**src/hdl/i2a_pkg.sv**
```systemverilog
// ----------------------------------------------------------------------------
// i2a_pkg
// Shared types, codes and constants of the integer to ascii digits unit.
// ----------------------------------------------------------------------------
package i2a_pkg;

    localparam int HEX_DIGITS_MAX = 16;
    localparam int DEC_DIGITS_MAX = 10;
    localparam int RESULTS_MAX    = 16;

    // digit limits clamped to what the digit buffer holds
    localparam int HEX_LIM = (HEX_DIGITS_MAX < 1) ? 1 :
                             (HEX_DIGITS_MAX > RESULTS_MAX) ? RESULTS_MAX : HEX_DIGITS_MAX;
    localparam int DEC_LIM = (DEC_DIGITS_MAX < 1) ? 1 :
                             (DEC_DIGITS_MAX > RESULTS_MAX) ? RESULTS_MAX : DEC_DIGITS_MAX;

    localparam int DEC_BITS = 33;
    localparam int CNT_W    = $clog2(DEC_BITS);
    localparam int PTR_W    = $clog2(RESULTS_MAX);
    localparam int LIM_W    = $clog2(RESULTS_MAX + 1);

    localparam logic [1:0] MODE_DEC       = 2'd0;
    localparam logic [1:0] MODE_HEX_LOWER = 2'd1;
    localparam logic [1:0] MODE_HEX_UPPER = 2'd2;

    localparam logic [6:0] CHAR_ZERO  = 7'h30;
    localparam logic [6:0] CHAR_LO_A  = 7'h61;
    localparam logic [6:0] CHAR_UP_A  = 7'h41;
    localparam logic [6:0] CHAR_NINE  = 7'h39;
    localparam logic [6:0] CHAR_UP_F  = 7'h46;
    localparam logic [6:0] CHAR_LO_F  = 7'h66;

    typedef struct packed {
        logic [63:0] value;
        logic [1:0]  mode;
        logic        suppress_zero;
    } t_in;

    typedef struct packed {
        logic [6:0] digit_char;
        logic       last;
        logic       negative;
    } t_out;

    typedef enum logic [2:0] {
        ST_IDLE,
        ST_CONV,
        ST_CHECK,
        ST_SCAN,
        ST_EMIT
    } t_state;

    typedef struct packed {
        logic load;
        logic conv_step;
        logic scan_step;
        logic emit_step;
    } t_dp_cmd;

    typedef struct packed {
        logic is_dec;
        logic conv_done;
        logic is_zero;
        logic suppress;
        logic overflow;
        logic digit_nz;
        logic ptr_zero;
    } t_dp_status;

endpackage

```
**src/hdl/i2a_ctrl.sv**
```systemverilog
// ----------------------------------------------------------------------------
// i2a_ctrl
// Sequencer: conversion, leading zero scan and digit emission.
// ----------------------------------------------------------------------------
module i2a_ctrl
    import i2a_pkg::*;
(
    input  logic       i_clk,
    input  logic       i_rst_n,
    input  logic       start,
    output logic       busy,
    input  t_dp_status i_status,
    output t_dp_cmd    o_cmd
);

    t_state r_state;
    t_state n_state;

    always_ff @(posedge i_clk) begin
        if (!i_rst_n) begin
            r_state <= ST_IDLE;
        end else begin
            r_state <= n_state;
        end
    end

    always_comb begin
        n_state = r_state;
        case (r_state)
            ST_IDLE: begin
                if (start) n_state = ST_CONV;
            end
            ST_CONV: begin
                if (!i_status.is_dec || i_status.conv_done) n_state = ST_CHECK;
            end
            ST_CHECK: begin
                if (i_status.is_zero && i_status.suppress) n_state = ST_IDLE;
                else if (i_status.overflow) n_state = ST_EMIT;
                else n_state = ST_SCAN;
            end
            ST_SCAN: begin
                if (i_status.digit_nz || i_status.ptr_zero) n_state = ST_EMIT;
            end
            ST_EMIT: begin
                if (i_status.ptr_zero) n_state = ST_IDLE;
            end
            default: n_state = ST_IDLE;
        endcase
    end

    always_comb begin
        o_cmd = '0;
        busy  = (r_state != ST_IDLE);
        case (r_state)
            ST_IDLE:  o_cmd.load      = start;
            ST_CONV:  o_cmd.conv_step = i_status.is_dec;
            ST_SCAN:  o_cmd.scan_step = !(i_status.digit_nz || i_status.ptr_zero);
            ST_EMIT:  o_cmd.emit_step = 1'b1;
            default:  o_cmd = '0;
        endcase
    end

endmodule

```
**src/hdl/i2a_dp.sv**
```systemverilog
// ----------------------------------------------------------------------------
// i2a_dp
// Datapath: binary to bcd shift register, digit buffer and output register.
// ----------------------------------------------------------------------------
module i2a_dp
    import i2a_pkg::*;
(
    input  logic       i_clk,
    input  logic       i_rst_n,
    input  t_in        i_in,
    input  t_dp_cmd    i_cmd,
    output t_dp_status o_status,
    output logic       o_strobe,
    output t_out       o_out
);

    logic [DEC_BITS-1:0]  r_bin;
    logic [15:0][3:0]     r_digits;
    logic [CNT_W-1:0]     r_cnt;
    logic [PTR_W-1:0]     r_ptr;
    logic                 r_dec;
    logic                 r_upper;
    logic                 r_neg;
    logic                 r_suppress;
    logic                 r_strobe;
    t_out                 r_out;

    logic [DEC_BITS-1:0]  n_mag;
    logic [15:0][3:0]     n_adj;
    logic [3:0]           n_digit;
    logic [6:0]           n_char;
    logic [LIM_W-1:0]     n_lim;
    logic                 n_ovf;
    logic                 n_is_dec;

    assign n_is_dec = (i_in.mode == MODE_DEC);
    // two's complement magnitude of the low 33 bits, -2^32 maps to 2^32
    assign n_mag = i_in.value[DEC_BITS-1] ? (~i_in.value[DEC_BITS-1:0] + 1'b1)
                                          : i_in.value[DEC_BITS-1:0];

    always_comb begin
        for (int i = 0; i < 16; i++) begin
            n_adj[i] = (r_digits[i] >= 4'd5) ? (r_digits[i] + 4'd3) : r_digits[i];
        end
    end

    // any nonzero digit above the emitted window
    assign n_lim = r_dec ? LIM_W'(DEC_LIM) : LIM_W'(HEX_LIM);
    always_comb begin
        n_ovf = 1'b0;
        for (int i = 0; i < 16; i++) begin
            if ((LIM_W'(i) >= n_lim) && (r_digits[i] != 4'd0)) n_ovf = 1'b1;
        end
    end

    assign n_digit = r_digits[r_ptr];
    always_comb begin
        if (n_digit <= 4'd9) n_char = CHAR_ZERO + {3'b000, n_digit};
        else n_char = (r_upper ? CHAR_UP_A : CHAR_LO_A) + {3'b000, n_digit} - 7'd10;
    end

    always_ff @(posedge i_clk) begin
        if (i_cmd.load) begin
            r_dec      <= n_is_dec;
            r_upper    <= (i_in.mode != MODE_HEX_LOWER);
            r_neg      <= n_is_dec && i_in.value[DEC_BITS-1];
            r_suppress <= i_in.suppress_zero;
            r_bin      <= n_mag;
            r_digits   <= n_is_dec ? '0 : i_in.value;
            r_cnt      <= '0;
            r_ptr      <= n_is_dec ? PTR_W'(DEC_LIM - 1) : PTR_W'(HEX_LIM - 1);
        end else if (i_cmd.conv_step) begin
            // shift the adjusted bcd digits left, next binary bit enters at the bottom
            r_digits <= {n_adj[15][2:0], n_adj[14:0], r_bin[DEC_BITS-1]};
            r_bin    <= {r_bin[DEC_BITS-2:0], 1'b0};
            r_cnt    <= r_cnt + 1'b1;
        end else if ((i_cmd.scan_step || i_cmd.emit_step) && (r_ptr != '0)) begin
            r_ptr <= r_ptr - 1'b1;
        end
        if (i_cmd.emit_step) begin
            r_out.digit_char <= n_char;
            r_out.last       <= (r_ptr == '0);
            r_out.negative   <= r_neg;
        end
    end

    always_ff @(posedge i_clk) begin
        if (!i_rst_n) begin
            r_strobe <= 1'b0;
        end else begin
            r_strobe <= i_cmd.emit_step;
        end
    end

    assign o_status.is_dec    = r_dec;
    assign o_status.conv_done = (r_cnt == CNT_W'(DEC_BITS - 1));
    assign o_status.is_zero   = (r_digits == '0);
    assign o_status.suppress  = r_suppress;
    assign o_status.overflow  = n_ovf;
    assign o_status.digit_nz  = (n_digit != 4'd0);
    assign o_status.ptr_zero  = (r_ptr == '0);

    assign o_strobe = r_strobe;
    assign o_out    = r_out;

endmodule

```
**src/hdl/integer_to_ascii_digits_unit.sv**
```systemverilog
// ----------------------------------------------------------------------------
// integer_to_ascii_digits_unit
// Converts one number to its ascii digits, most significant digit first.
// ----------------------------------------------------------------------------
// Usage:
//   Drive i_in and raise start while busy is low; the transaction is taken at
//   that edge and busy rises on the next cycle.
//   Decimal mode: a load, 33 double dabble shifts, a check, a leading zero
//   scan over up to 10 digits, then one digit per cycle.
//   Hex modes: a load, a conversion pass-through, a check, a scan over up
//   to 16 digits, then one digit per cycle.
//   Scan and emit together walk the whole digit window, so busy lasts the
//   same whatever the digit count; a new transaction is taken only once
//   busy falls. A suppressed zero frees the unit right after the check.
//   Each digit appears on o_out for one cycle with o_strobe high, in the
//   cycle after it is selected; o_out.last marks the final digit.
//   busy falls as the last digit is registered, so the next start may be
//   taken while that digit is still on the ports.
//   A zero value with suppress_zero set produces no strobes at all.
//   Reset clears the sequencer and the strobe, so no result is made up; a conversion in flight is dropped.
//   The receiver cannot stall: results must be taken when strobed.
// ----------------------------------------------------------------------------
module integer_to_ascii_digits_unit
    import i2a_pkg::*;
(
    input  logic i_clk,
    input  logic i_rst_n,
    input  logic start,
    output logic busy,
    input  t_in  i_in,
    output logic o_strobe,
    output t_out o_out
);

    t_dp_cmd    w_cmd;
    t_dp_status w_status;

    i2a_ctrl u_ctrl (
        .i_clk    (i_clk),
        .i_rst_n  (i_rst_n),
        .start    (start),
        .busy     (busy),
        .i_status (w_status),
        .o_cmd    (w_cmd)
    );

    i2a_dp u_dp (
        .i_clk    (i_clk),
        .i_rst_n  (i_rst_n),
        .i_in     (i_in),
        .i_cmd    (w_cmd),
        .o_status (w_status),
        .o_strobe (o_strobe),
        .o_out    (o_out)
    );

endmodule

```
**config.mk**
```make
export PLATFORM = sky130hd
export DESIGN_NAME = integer_to_ascii_digits_unit
export DESIGN_NICKNAME = d
export VERILOG_FILES = /design/src/hdl/i2a_pkg.sv /design/src/hdl/i2a_ctrl.sv /design/src/hdl/i2a_dp.sv /design/src/hdl/integer_to_ascii_digits_unit.sv
export SDC_FILE = /design/constraint.sdc
export NUM_CORES = 1
export LEC_CHECK = 0
export ABC_AREA = 1
export BUFFER_PORTS_ARGS = -buffer_cell sky130_fd_sc_hd__buf_2
export CAP_MARGIN = 20
export CORE_MARGIN = 5
export CORE_UTILIZATION = 45
export CTS_CLUSTER_DIAMETER = 100
export DETAILED_ROUTE_END_ITERATION = 6
export GPL_TIMING_DRIVEN = 1
export PLACE_DENSITY = 0.66
export SLEW_MARGIN = 20
export SYNTH_ARGS = -nofsm -noshare
export SYNTH_HDL_FRONTEND = slang
export SYNTH_HIERARCHICAL = 1
export SYNTH_SLANG_ARGS = --single-unit
```
**constraint.sdc**
```tcl
create_clock -name i_clk -period 3.7 [get_ports i_clk]
set_input_delay 0.555 -clock i_clk [delete_from_list [all_inputs] [get_ports i_clk]]
set_output_delay 0.555 -clock i_clk [all_outputs]
set_load 0.05 [all_outputs]
```
==> results by group <==
Critical path
  – CP endpoint kind: flip-flop
  – Worst path slowest cell: edfxtp_1
  – Req. time, crit path: 3.75 ns
  – Crit path DAT: approximately 3.3 ns
  – Slowest stage delay, CP: 0.79 ns
  – Critical path class: flip-flop to flip-flop
  – Crit Path Max Fanout: 25
  – Crit-path cells: buf_4, nand2_1, nand3_1, nand3_1, nand2_1, nand2_2, inv_1, ha_1, nand4_1, nor2_1, nand2_2, inv_1, o21ai_0, o21ai_0
  – Element type at the critical path start: flip-flop

Timing
  – Final setup violation count: 0
  – Fin Clk Skew: 0.008113 ns
  – Max-slew violation count: 0
  – Relative slew slack: 53.92%
  – Final Hold Vio Count: 0
  – TNS Setup: 0 ns
  – RSZ-0062 raised after global routing: no
  – Final period utilization: 87.23%
  – FMAX: 0.3098 GHz
  – Tightest Pin Transition: 0.6912 ns
  – Hold slack final: 0.3201 ns
  – Min Tclk post-route: about 3.2 ns

Clock tree
  – Clock buffer count from CTS: 17
  – CTS tree: yes
  – Clock Latency Late Sink: roughly 0.42 ns
  – Hold buffers post-CTS: 0
  – CTS clk-pin slew, worst paths: ~0.060 ns
  – Root Driver: clkbuf_16
  – PostCTS Resize Cnt: 0
  – H-tree depth: 4
  – Post-CTS Setup Inserts: 0
  – Sink Count: 124
  – CTS Buffer Depth: 2

Layout
  – Commonest non-fill, non-tap cell in the layout: nand2_1
  – Fin util: 51.71%
  – Most frequent cells in the layout: nand2_1 (256), inv_1 (141), edfxtp_1 (114)
  – Multi-input logic area: 4354 sq um
  – # nets final: 1286
  – Final instance area: between 9000 and 10000 sq um
  – Area grow syn2layout: 13.82%
  – Register area: 3623 sq um
  – Antenna Cells: 0
  – Fill count: 1830
  – Layout cells sized above 1: 14.93%

Power and ir drop
  – Power Total: about 9.8 mW
  – Static Leak: 4.469 nW
  – Clock power share: 18.1%
  – Net Switching: 4.301 mW
  – Net Sw Frac: 43.94%
  – Int Pwr: approximately 5.5 mW
  – Power density over the cells: 978.9 nW/um^2
  – Comb pwr share: 48.4%
  – Worst vdd ir: 0.5273 mV
  – Reg power frac: 33.6%

Drt
  – Vias per std cell: 5.252
  – Routed wire length: 22.50 mm
  – Iter 0 DRT Violations: about 480
  – Routed vias: 7584
  – TritonRoute pass-1 iters: 7
  – DR WL/cell: 15.58 um
  – Routed Antenna Nets: 0
  – Drc violations: 1

Floorplanning
  – Num rows: 51
  – Initial Util: between 40% and 50%
  – # IOs: just over 80
  – Die H: 149.7 um
  – Die area: 22420 sq um
  – Width of the die: 149.7 um
  – Core area: 19330 sq um

Synthesis
  – Prevailing post-synth register cell: edfxtp_1
  – Sequential area share after synthesis: 41.25%
  – Post-synth EDFFs: approximately 110
  – Synthesized instance count: roughly 1100
  – Mapped Area: 8785 sq um
  – FF+latch count, synth: 124
  – Synth warnings: 6
  – Mean Syn Cell Area: 8.001 sq um
  – Mapped Nets: 1218
  – Unique masters post-synth: 43
  – Post-synthesis async set-or-reset flop share: 0%

GRT
  – Global-route usage over all layers: 20.32%
  – Initial antenna violation count: 0
  – Largest net degree at the start of global routing: between 90 and 100
  – First-pass GRT wire length: between 30 and 40 mm
  – Grt ovf: 0
  – Number of global-route vias before repair: 7201

Place
  – Hpwl dp: 16.07 mm
  – GP Congestion: 0.8739
  – Buffers on Ports: 80
  – Placement Cell Area: 9353 sq um

Worst hold path
  – Min-delay worst type: primary input to flip-flop

Job
  – MaxCap Viol Count: 0

Outcome
  – Failing checks: DRC
  – Outcome: finished with violations
==> final timing paths <==
check | cells after the start | to | from | slack, ns
worst max-delay path | 14 | u_dp/r_ptr[2] | u_dp/r_ptr[0] | 0.47
worst min-delay path | 1 | u_dp/r_suppress | i_in[0] | 0.32
worst max register to register | 14 | u_dp/r_ptr[2] | u_dp/r_ptr[0] | 0.47
worst min register to register | 0 | u_dp/o_out[0] | u_dp/r_neg | 0.46
==> power groups by stage <==
stage | Combinational [mW] | Clock (mW) | Sequential [mW]
2_1_floorplan | 3.72 | 0 | 3.18
3_3_place_gp | 4.61 | 0 | 3.28
3_5_place_dp | 4.70 | 0 | 3.29
4_1_cts | 4.74 | 1.80 | 3.27
5_1_grt | 5.36 | 1.86 | 3.36
6_report | 4.74 | 1.77 | 3.28
==> sequential cells by signal (all words and copies together) (netlist names) <==
name,flops
u_dp/r_digits,64
u_dp/r_bin,33
u_dp/o_out,9
u_dp/r_cnt,6
u_dp/r_ptr,4
u_ctrl/r_state,3
u_dp/o_strobe,1
u_dp/r_dec,1
u_dp/r_neg,1
u_dp/r_suppress,1
u_dp/r_upper,1
==> critical path, delay by kind of cell (launching register included) <==
kind | cells | cell delay, ns
flops | 1 | 0.79
simple gates | 8 | 0.75
compound gates | 2 | 0.61
buf+inv | 3 | 0.54
fa+ha+maj | 1 | 0.16
==> synth_stat cells (2+ instances only) <==
| library cell | count | area, sq um |
|---|---|---|
| ha_1 | 50 | 625.6 |
| buf_4 | 5 | 37.54 |
| inv_2 | 6 | 22.52 |
| nor2_1 | 101 | 379.1 |
| a31oi_1 | 12 | 75.07 |
| clkbuf_1 | 12 | 45.04 |
| o31ai_1 | 4 | 30.03 |
| buf_6 | 10 | 112.6 |
| xor2_1 | 31 | 271.5 |
| a21oi_1 | 18 | 90.09 |
| nand3_1 | 86 | 430.4 |
| inv_1 | 141 | 529.3 |
| o21ai_0 | 91 | 455.4 |
| nor4_1 | 5 | 31.28 |
| dfxtp_1 | 10 | 200.2 |
| buf_2 | 11 | 55.05 |
| nor3_1 | 10 | 50.05 |
| o211ai_1 | 5 | 37.54 |
| or2_2 | 8 | 50.05 |
| nand2_1 | 257 | 964.7 |
| nor2_2 | 11 | 68.82 |
| o21ai_1 | 7 | 35.03 |
| xnor2_1 | 2 | 17.52 |
| nand4_1 | 17 | 106.4 |
| nor2_4 | 5 | 56.30 |
| o32ai_1 | 4 | 35.03 |
| edfxtp_1 | 114 | 3423 |
| o2bb2ai_1 | 2 | 17.52 |
| a32o_1 | 25 | 250.2 |
| nand2_2 | 15 | 93.84 |
| o22ai_1 | 11 | 68.82 |
==> metrics by stage <==
| step | std cells | setup WS (ns) |
|---|---|---|
| final | 1444 | 0.4724 |
| after detailed placement | 1412 | 0.4994 |
| after floorplan | 1098 | 0.2701 |
| after global routing | 1444 | 0.2203 |
| after global placement | 1412 | 0.6083 |
| after CTS | 1444 | 0.4864 |
==> area by class of cell <==
| cell class | instances | share of cell area, % |
|---|---|---|
| multi-input cells | 785 | 43.55 |
| flip-flops and latches | 124 | 36.24 |
| clock buffers | 24 | 5.894 |
| inverters | 150 | 5.706 |
| repair buffers | 88 | 4.730 |
| well taps | 265 | 3.316 |
| clock inverters | 8 | 0.5631 |
==> kinds of logic (layout without fill, tap and decap cells) <==
family,Yosys count,in the layout,share of synthesized area (%)
flip-flops,124,124,41.25
buffers and inverters,189,270,9.386
adder cells (fa/ha/maj),50,50,7.121
AND/OR/NAND/NOR,521,521,26.25
XOR/XNOR,33,33,3.290
AO/OA/AOI/OAI,181,181,12.70
==> routing by layer <==
layer / routed length [um] / share of wire [%] / track usage, % / vias to the layer above
met4: 371 / 1.6 / 5.855 / 0
met2: 10560 / 47 / 33.80 / 209
met1: 10380 / 46 / 27.34 / 3519
met5: 0 / 0 / 0 / -
li1: - / - / - / 3832
met3: 1194 / 5.3 / 3.574 / 24
Power figures use the tool's default switching activity.
